`src/rtl/core/ssm_pkg.sv`:
```
// ----------------------------------------------------------------------------
// ssm_pkg
// Shared constants and controller/datapath interface types for the shear
// sort matrix block.
// ----------------------------------------------------------------------------
package ssm_pkg;

    localparam int MAX_SIDE    = 8;
    localparam int VALUE_W     = 32;
    localparam int SIDE_W      = 4;
    localparam int IDX_W       = 3;
    localparam int ADDR_W      = 6;
    localparam int COUNT_W     = 7;
    localparam int STORE_DEPTH = MAX_SIDE * MAX_SIDE;

    typedef logic signed [VALUE_W-1:0] value_t;

    // Commands from the controller to the datapath
    typedef struct packed {
        logic              load_we;    // write the incoming word to the store
        logic              sort_we;    // write a line buffer lane back to the store
        logic              rd_en;      // read the store into the read register
        logic              line_rd;    // the read feeds the line buffer
        logic [ADDR_W-1:0] addr;
        logic [IDX_W-1:0]  lane_sel;   // lane written back
        logic              line_clr;   // empty the line buffer
        logic              desc;       // descending order for the current line
        logic              out_load;   // move the read register to the output
        logic [IDX_W-1:0]  out_row;
        logic [IDX_W-1:0]  out_col;
        logic              out_last;
    } ssm_cmd_t;

    // Status from the datapath to the controller
    typedef struct packed {
        logic out_free;   // output register can take a word this cycle
    } ssm_stat_t;

endpackage

```
`src/rtl/core/shear_sort_matrix.sv`:
```
// ----------------------------------------------------------------------------
// shear_sort_matrix
// Shear sort of an n-by-n matrix of signed 32-bit words, n from 1 to 8.
// ----------------------------------------------------------------------------
// Usage:
//   Input words arrive on element_value with element_valid/element_stall in
//   row-major order, one word a cycle while loading. write_enable with
//   write_data sets the side n (0 acts as 1, above 8 acts as 8) and drops
//   any partial load; write it only while the block is idle.
//   After the n*n-th word the block stalls its input and runs ceil(log2 n)
//   phases, each sorting every row (even rows ascending, odd descending)
//   then every column ascending. A line is read from the store word by
//   word into the insertion buffer (ST_READ), left to settle (ST_INSERT)
//   and written back lane by lane (ST_WRITE), all through the single-port store.
//   Results leave on sorted_value, row_index, col_index and last_of_run with
//   result_valid/result_stall, row-major; each word is read from the
//   store (ST_OUT_READ), then moved to the output register (ST_OUT_LOAD)
//   only when that register is free. A stalled result word holds; the
//   sequencer waits on it. Input is taken again as soon as the final word
//   sits in the output register. Reset empties the load and sets n to 8.
// ----------------------------------------------------------------------------
module shear_sort_matrix
(
    input  logic        clk,
    input  logic        rst_n,
    input  logic        write_enable,
    input  logic [3:0]  write_data,
    input  logic        element_valid,
    output logic        element_stall,
    input  logic [31:0] element_value,
    output logic        result_valid,
    input  logic        result_stall,
    output logic [31:0] sorted_value,
    output logic [2:0]  row_index,
    output logic [2:0]  col_index,
    output logic        last_of_run
);
    import ssm_pkg::*;

    ssm_cmd_t  cmd;
    ssm_stat_t stat;

    ssm_ctrl u_ctrl
    (
        .clk           (clk),
        .rst_n         (rst_n),
        .element_valid (element_valid),
        .element_stall (element_stall),
        .write_enable  (write_enable),
        .write_data    (write_data),
        .stat          (stat),
        .cmd           (cmd)
    );

    ssm_datapath u_datapath
    (
        .clk           (clk),
        .rst_n         (rst_n),
        .cmd           (cmd),
        .stat          (stat),
        .element_value (element_value),
        .result_valid  (result_valid),
        .result_stall  (result_stall),
        .sorted_value  (sorted_value),
        .row_index     (row_index),
        .col_index     (col_index),
        .last_of_run   (last_of_run)
    );

endmodule

```
`src/rtl/core/ssm_datapath.sv`:
```
// ----------------------------------------------------------------------------
// ssm_datapath
// Matrix store, insertion line buffer and output register. Lines are read
// from the store one word a cycle and inserted in order into the buffer,
// then written back lane by lane.
// ----------------------------------------------------------------------------
module ssm_datapath
(
    input  logic              clk,
    input  logic              rst_n,
    input  ssm_pkg::ssm_cmd_t cmd,
    output ssm_pkg::ssm_stat_t stat,
    input  logic [31:0]       element_value,
    output logic              result_valid,
    input  logic              result_stall,
    output logic [31:0]       sorted_value,
    output logic [2:0]        row_index,
    output logic [2:0]        col_index,
    output logic              last_of_run
);
    import ssm_pkg::*;

    value_t            store_mem [STORE_DEPTH];
    value_t            rd_data_reg;
    logic              ins_pending_reg;
    value_t            lane_reg  [MAX_SIDE];
    value_t            lane_next [MAX_SIDE];
    logic [SIDE_W-1:0] lane_cnt_reg;
    logic [SIDE_W-1:0] lane_cnt_next;
    logic [MAX_SIDE-1:0] keep;
    value_t            wr_data;

    value_t            sorted_value_reg;
    logic [IDX_W-1:0]  row_index_reg;
    logic [IDX_W-1:0]  col_index_reg;
    logic              last_of_run_reg;
    logic              result_valid_reg;

    assign wr_data = cmd.load_we ? value_t'(element_value) : lane_reg[cmd.lane_sel];

    always_ff @(posedge clk)
    begin
        if (cmd.load_we || cmd.sort_we)
        begin
            store_mem[cmd.addr] <= wr_data;
        end
        if (cmd.rd_en)
        begin
            rd_data_reg <= store_mem[cmd.addr];
        end
    end

    // Insertion: lanes holding values that the new word does not precede
    // stay put, the first other lane takes the word, the rest shift up.
    always_comb
    begin
        for (int i = 0; i < MAX_SIDE; i++)
        begin
            keep[i] = (SIDE_W'(i) < lane_cnt_reg) &&
                      !(cmd.desc ? (rd_data_reg > lane_reg[i]) : (rd_data_reg < lane_reg[i]));
        end
        lane_next[0] = keep[0] ? lane_reg[0] : rd_data_reg;
        for (int i = 1; i < MAX_SIDE; i++)
        begin
            if (keep[i])
                lane_next[i] = lane_reg[i];
            else if (keep[i-1])
                lane_next[i] = rd_data_reg;
            else
                lane_next[i] = lane_reg[i-1];
        end
        lane_cnt_next = lane_cnt_reg;
        if (cmd.line_clr)
            lane_cnt_next = '0;
        else if (ins_pending_reg)
            lane_cnt_next = lane_cnt_reg + SIDE_W'(1);
    end

    always_ff @(posedge clk)
    begin
        if (ins_pending_reg)
        begin
            for (int i = 0; i < MAX_SIDE; i++)
            begin
                lane_reg[i] <= lane_next[i];
            end
        end
    end

    always_ff @(posedge clk or negedge rst_n)
    begin
        if (!rst_n)
        begin
            ins_pending_reg  <= 1'b0;
            lane_cnt_reg     <= '0;
            result_valid_reg <= 1'b0;
        end
        else
        begin
            // only line reads feed the buffer; output reads do not
            ins_pending_reg <= cmd.line_rd;
            lane_cnt_reg <= lane_cnt_next;
            if (cmd.out_load)
                result_valid_reg <= 1'b1;
            else if (!result_stall)
                result_valid_reg <= 1'b0;
        end
    end

    always_ff @(posedge clk)
    begin
        if (cmd.out_load)
        begin
            sorted_value_reg <= rd_data_reg;
            row_index_reg    <= cmd.out_row;
            col_index_reg    <= cmd.out_col;
            last_of_run_reg  <= cmd.out_last;
        end
    end

    assign stat.out_free = !result_valid_reg || !result_stall;
    assign result_valid  = result_valid_reg;
    assign sorted_value  = sorted_value_reg;
    assign row_index     = row_index_reg;
    assign col_index     = col_index_reg;
    assign last_of_run   = last_of_run_reg;

endmodule

```
`src/rtl/core/ssm_ctrl.sv`:
```
// ----------------------------------------------------------------------------
// ssm_ctrl
// Sequencer for load, shear sort phases and row-major read-out. Holds the
// side register and the load count.
// ----------------------------------------------------------------------------
module ssm_ctrl
(
    input  logic               clk,
    input  logic               rst_n,
    input  logic               element_valid,
    output logic               element_stall,
    input  logic               write_enable,
    input  logic [3:0]         write_data,
    input  ssm_pkg::ssm_stat_t stat,
    output ssm_pkg::ssm_cmd_t  cmd
);
    import ssm_pkg::*;

    typedef enum logic [2:0] {
        ST_LOAD,
        ST_READ,
        ST_INSERT,
        ST_WRITE,
        ST_OUT_READ,
        ST_OUT_LOAD
    } state_t;

    state_t             state_reg,      state_next;
    logic [SIDE_W-1:0]  side_reg,       side_next;
    logic [COUNT_W-1:0] load_count_reg, load_count_next;
    logic [IDX_W-1:0]   line_reg,       line_next;
    logic [IDX_W-1:0]   idx_reg,        idx_next;
    logic               col_pass_reg,   col_pass_next;
    logic [SIDE_W-1:0]  span_reg,       span_next;

    logic [SIDE_W-1:0]  side_eff;
    logic [IDX_W-1:0]   side_last;
    logic [COUNT_W-1:0] total_m1;
    logic               idx_end;
    logic               line_end;
    logic [IDX_W-1:0]   row_sel;
    logic [IDX_W-1:0]   col_sel;
    logic [COUNT_W-1:0] line_addr;
    logic               accept;

    always_comb
    begin
        if (side_reg == '0)
            side_eff = SIDE_W'(1);
        else if (side_reg > SIDE_W'(MAX_SIDE))
            side_eff = SIDE_W'(MAX_SIDE);
        else
            side_eff = side_reg;
    end

    assign side_last = IDX_W'(side_eff - SIDE_W'(1));
    assign total_m1  = COUNT_W'(side_eff) * COUNT_W'(side_eff) - COUNT_W'(1);
    assign idx_end   = (idx_reg == side_last);
    assign line_end  = (line_reg == side_last);
    assign row_sel   = col_pass_reg ? idx_reg : line_reg;
    assign col_sel   = col_pass_reg ? line_reg : idx_reg;
    assign line_addr = COUNT_W'(row_sel) * COUNT_W'(side_eff) + COUNT_W'(col_sel);
    assign accept    = element_valid && (state_reg == ST_LOAD);

    assign element_stall = (state_reg != ST_LOAD);

    always_comb
    begin
        cmd          = '0;
        cmd.addr     = (state_reg == ST_LOAD) ? load_count_reg[ADDR_W-1:0]
                                              : line_addr[ADDR_W-1:0];
        cmd.lane_sel = idx_reg;
        cmd.desc     = !col_pass_reg && line_reg[0];
        cmd.out_row  = line_reg;
        cmd.out_col  = idx_reg;
        cmd.out_last = line_end && idx_end;
        case (state_reg)
            ST_LOAD:
            begin
                cmd.load_we = accept;
            end
            ST_READ:
            begin
                cmd.rd_en    = 1'b1;
                cmd.line_rd  = 1'b1;
                cmd.line_clr = (idx_reg == '0);
            end
            ST_WRITE:
            begin
                cmd.sort_we = 1'b1;
            end
            ST_OUT_READ:
            begin
                cmd.rd_en = 1'b1;
            end
            ST_OUT_LOAD:
            begin
                cmd.out_load = stat.out_free;
            end
            default:
            begin
            end
        endcase
    end

    always_comb
    begin
        state_next      = state_reg;
        side_next       = side_reg;
        load_count_next = load_count_reg;
        line_next       = line_reg;
        idx_next        = idx_reg;
        col_pass_next   = col_pass_reg;
        span_next       = span_reg;
        case (state_reg)
            ST_LOAD:
            begin
                if (accept)
                begin
                    if (load_count_reg == total_m1)
                    begin
                        load_count_next = '0;
                        line_next       = '0;
                        idx_next        = '0;
                        col_pass_next   = 1'b0;
                        span_next       = SIDE_W'(1);
                        state_next      = (side_eff == SIDE_W'(1)) ? ST_OUT_READ : ST_READ;
                    end
                    else
                    begin
                        load_count_next = load_count_reg + COUNT_W'(1);
                    end
                end
            end
            ST_READ:
            begin
                if (idx_end)
                begin
                    idx_next   = '0;
                    state_next = ST_INSERT;
                end
                else
                begin
                    idx_next = idx_reg + IDX_W'(1);
                end
            end
            ST_INSERT:
            begin
                state_next = ST_WRITE;
            end
            ST_WRITE:
            begin
                if (idx_end)
                begin
                    idx_next   = '0;
                    state_next = ST_READ;
                    if (line_end)
                    begin
                        line_next = '0;
                        if (!col_pass_reg)
                        begin
                            col_pass_next = 1'b1;
                        end
                        else
                        begin
                            // phase done: double the span, stop once it reaches or passes n
                            col_pass_next = 1'b0;
                            span_next     = SIDE_W'({span_reg, 1'b0});
                            if ({span_reg, 1'b0} >= {1'b0, side_eff})
                                state_next = ST_OUT_READ;
                        end
                    end
                    else
                    begin
                        line_next = line_reg + IDX_W'(1);
                    end
                end
                else
                begin
                    idx_next = idx_reg + IDX_W'(1);
                end
            end
            ST_OUT_READ:
            begin
                state_next = ST_OUT_LOAD;
            end
            ST_OUT_LOAD:
            begin
                if (stat.out_free)
                begin
                    if (idx_end)
                    begin
                        idx_next = '0;
                        if (line_end)
                        begin
                            line_next  = '0;
                            state_next = ST_LOAD;
                        end
                        else
                        begin
                            line_next  = line_reg + IDX_W'(1);
                            state_next = ST_OUT_READ;
                        end
                    end
                    else
                    begin
                        idx_next   = idx_reg + IDX_W'(1);
                        state_next = ST_OUT_READ;
                    end
                end
            end
            default:
            begin
                state_next = ST_LOAD;
            end
        endcase
        // side change drops any partial load
        if (write_enable)
        begin
            side_next       = write_data;
            load_count_next = '0;
        end
    end

    always_ff @(posedge clk or negedge rst_n)
    begin
        if (!rst_n)
        begin
            state_reg      <= ST_LOAD;
            side_reg       <= SIDE_W'(MAX_SIDE);
            load_count_reg <= '0;
            line_reg       <= '0;
            idx_reg        <= '0;
            col_pass_reg   <= 1'b0;
            span_reg       <= SIDE_W'(1);
        end
        else
        begin
            state_reg      <= state_next;
            side_reg       <= side_next;
            load_count_reg <= load_count_next;
            line_reg       <= line_next;
            idx_reg        <= idx_next;
            col_pass_reg   <= col_pass_next;
            span_reg       <= span_next;
        end
    end

endmodule
```
`config.mk`:
```
export PLATFORM = sky130hd
export DESIGN_NAME = shear_sort_matrix
export DESIGN_NICKNAME = d
export VERILOG_FILES = /design/src/rtl/core/ssm_pkg.sv /design/src/rtl/core/shear_sort_matrix.sv /design/src/rtl/core/ssm_datapath.sv /design/src/rtl/core/ssm_ctrl.sv
export SDC_FILE = /design/constraint.sdc
export NUM_CORES = 2
export LEC_CHECK = 0
export BUFFER_PORTS_ARGS = -buffer_cell sky130_fd_sc_hd__buf_2
export CORE_MARGIN = 10
export CORE_UTILIZATION = 40
export CTS_BUF_LIST = sky130_fd_sc_hd__clkbuf_4 sky130_fd_sc_hd__clkbuf_8
export CTS_CLUSTER_SIZE = 24
export DETAILED_ROUTE_END_ITERATION = 6
export GPL_ROUTABILITY_DRIVEN = 0
export MAX_ROUTING_LAYER = met4
export PLACE_DENSITY = 0.62
export SLEW_MARGIN = 20
export SYNTH_ARGS = -nofsm -noshare
export SYNTH_HDL_FRONTEND = slang
export SYNTH_HIERARCHICAL = 1
export SYNTH_SLANG_ARGS = --single-unit
```
`constraint.sdc`:
```
create_clock -name clk -period 6.2 [get_ports clk]
set_input_delay 0.93 -clock clk [delete_from_list [all_inputs] [get_ports clk]]
set_output_delay 0.93 -clock clk [all_outputs]
set_load 0.02 [all_outputs]
```
==> metrics.txt <==
status complete, no violations; Initial Util 40.2%; ranking of synthesized cells by area edfxtp_1 73%, a22oi_1 4.8%, ha_1 3.7%, mux2_2 2.6%, a22o_1 1.8%; met3 wire len 29.1 mm; Critical Path RT 6820 ps; Final Util 46.3%; global router's overall resource usage 21.7%; synth unique cells 85; area leader, netlist edfxtp_1; Clock Latency Late Sink 1120 ps; initial antenna violation count 5; ys async rst share 1.29%; Layout Nets 6692; iteration count of the initial detailed-routing pass 5; final wirelength 288 mm; Worst Slack Setup Final 140 ps; most common cell in the synthesized netlist edfxtp_1; post-synthesis sequential area ratio 73.8%; post-DR vias/cell 6.04; worst slew pin tran 1130 ps; row count 181; Post-synth EDFFs 2375; pin count of the biggest net entering global routing 67; unrepaired setup endpoints after global routing false; top sig layer met4; global-route wire length before repair 416 mm; clk sinks 2406; die width 514 um; die height 514 um; synth warn 6; layout cell share with drive strength beyond 1 22.1%; register bit total from synthesis 2406; CTS max path bufs 4; Yosys top cell area share 73.0%; post-route cell area 0.113 sq mm; Boundary Pins 82; fin. max-slew vios 0; R2R setup slack 140 ps; max reg flops 2048; CTS tree yes; HP Class in -> reg; CTS root buffer clkbuf_8; H-tree depth reported by CTS 5; HPWL Detailed 179 mm; setup TNS 0 ps; Max Freq 165 MHz; max_slew headroom 24.5%; Crit path arrival time 6680 ps; Avg Cell Area, Syn 16.7 sq um; endpoints failing hold 0; WL/cell 29.2 um; most used flip-flop cell after synthesis edfxtp_1; placed cell area 0.105 sq mm; Final period util 97.7%; commonest cells in the netlist 2375 x edfxtp_1, 628 x a22oi_1, 287 x ha_1; DRT iter0 DRCs 7920; met2 routed WL 134 mm; CTS Buf Count 393; Crit. End Element flop; Core Area 0.243 sq mm; grt ovf 0; critical path class reg -> reg; DIE AREA 0.264 sq mm; met1 WL 118 mm; number of global-route vias before repair 58239; post-route ant nets 0; dpl ws 274 ps; max_cap viols 0; Post-Syn Area 0.0976 sq mm; CP Max Fanout 36; post-layout min period 6060 ps; port buffer count 81; Mapped Cells 5855; DRC viols 0; Layout area overhead 15.3%; Final setup viols 0; clk_skew 149 ps; startpoint types flop; total number of vias 59464; Synth Net Count 6187; Clock Pin Slew Worst Setup and Hold Paths 60 ps; postcts setup bufs 0
area by class of cell:
| class | instances | area (sq um) |
|---|---|---|
| antenna | 5 | 12.5 |
| sequential | 2406 | 72100 |
| timing repair buffer | 440 | 3870 |
| inverter | 282 | 1060 |
| fill | 20535 | 130000 |
| clock buffer | 528 | 6460 |
| clock inverter | 150 | 897 |
| tap | 3202 | 4010 |
| multi-input combinational | 2837 | 24100 |
placed cells by master (no fill, tap or decap), drive strengths merged, types with 76 or more instances in the layout:
cell type,n
a221oi,203
ha,287
a22o,202
nand4,133
inv,285
edfxtp,2375
clkbuf,528
a31oi,182
nand2,136
nor2,129
a21oi,192
o21ai,76
buf,439
mux2,236
clkinv,133
a22oi,628
worst max-delay path: stages (launching register included):
cell      delay (ps)
dfrtp_1          620
mux2_2           430
nand2_1          120
fa_1             430
fa_1             560
inv_1             70
fa_1             460
mux2_2           420
and3b_4          400
buf_12           240
a22o_1           290
a221oi_1         220
a31oi_1          220
a21oi_1          610
nand4_1          500
path summary, 6_finish.rpt:
| path | from | end | cells past startpoint |
|---|---|---|---|
| worst max-delay path | u_ctrl/col_pass_reg | u_datapath/rd_data_reg[12] | 14 |
| worst min-delay path | write_data[0] | u_ctrl/side_reg[0] | 2 |
| worst max register to register | u_ctrl/col_pass_reg | u_datapath/rd_data_reg[12] | 14 |
| worst min register to register | u_ctrl/span_reg[3] | u_ctrl/span_reg[3] | 1 |
| max in group asynchronous | rst_n | u_ctrl/idx_reg[1] | 2 |
| min in group asynchronous | rst_n | u_ctrl/load_count_reg[1] | 2 |
metrics by stage:
| stage | instances | hold slack [ps] |
|---|---|---|
| after floorplan | 5855 | 451 |
| after global placement | 9166 | 490 |
| after detailed placement | 9166 | 493 |
| after CTS | 9845 | 148 |
| after global routing | 9850 | 186 |
| final | 9850 | 237 |
what timing repair did:
action | 4_1_cts | 5_1_grt
endpoints found under the setup margin | 0 | 2
gates resized for setup | 0 | 2
hold buffers | 1 | 0
endpoints found under the hold margin | 6 | 0
cell families after synthesis:
group / after synthesis / synth area share (%)
other cells: 2 / 0.00769
flops: 2406 / 73.8
fa+ha+maj: 291 / 3.76
compound gates: 1593 / 12.0
xor+xnor: 28 / 0.295
buf+inv: 612 / 2.49
simple gates: 583 / 3.03
mux: 340 / 4.62
layer usage:
| metal | vias up | GRT usage (%) |
|---|---|---|
| met4 | 0 | 5.19 |
| met1 | 30490 | 29.9 |
| met5 | - | - |
| met3 | 470 | 4.10 |
| li1 | 25122 | - |
| met2 | 3382 | 33.4 |
Power is left out: the tool's default activity adds up to more than one toggle a clock period on the data nets, which glitch-free logic cannot reach.
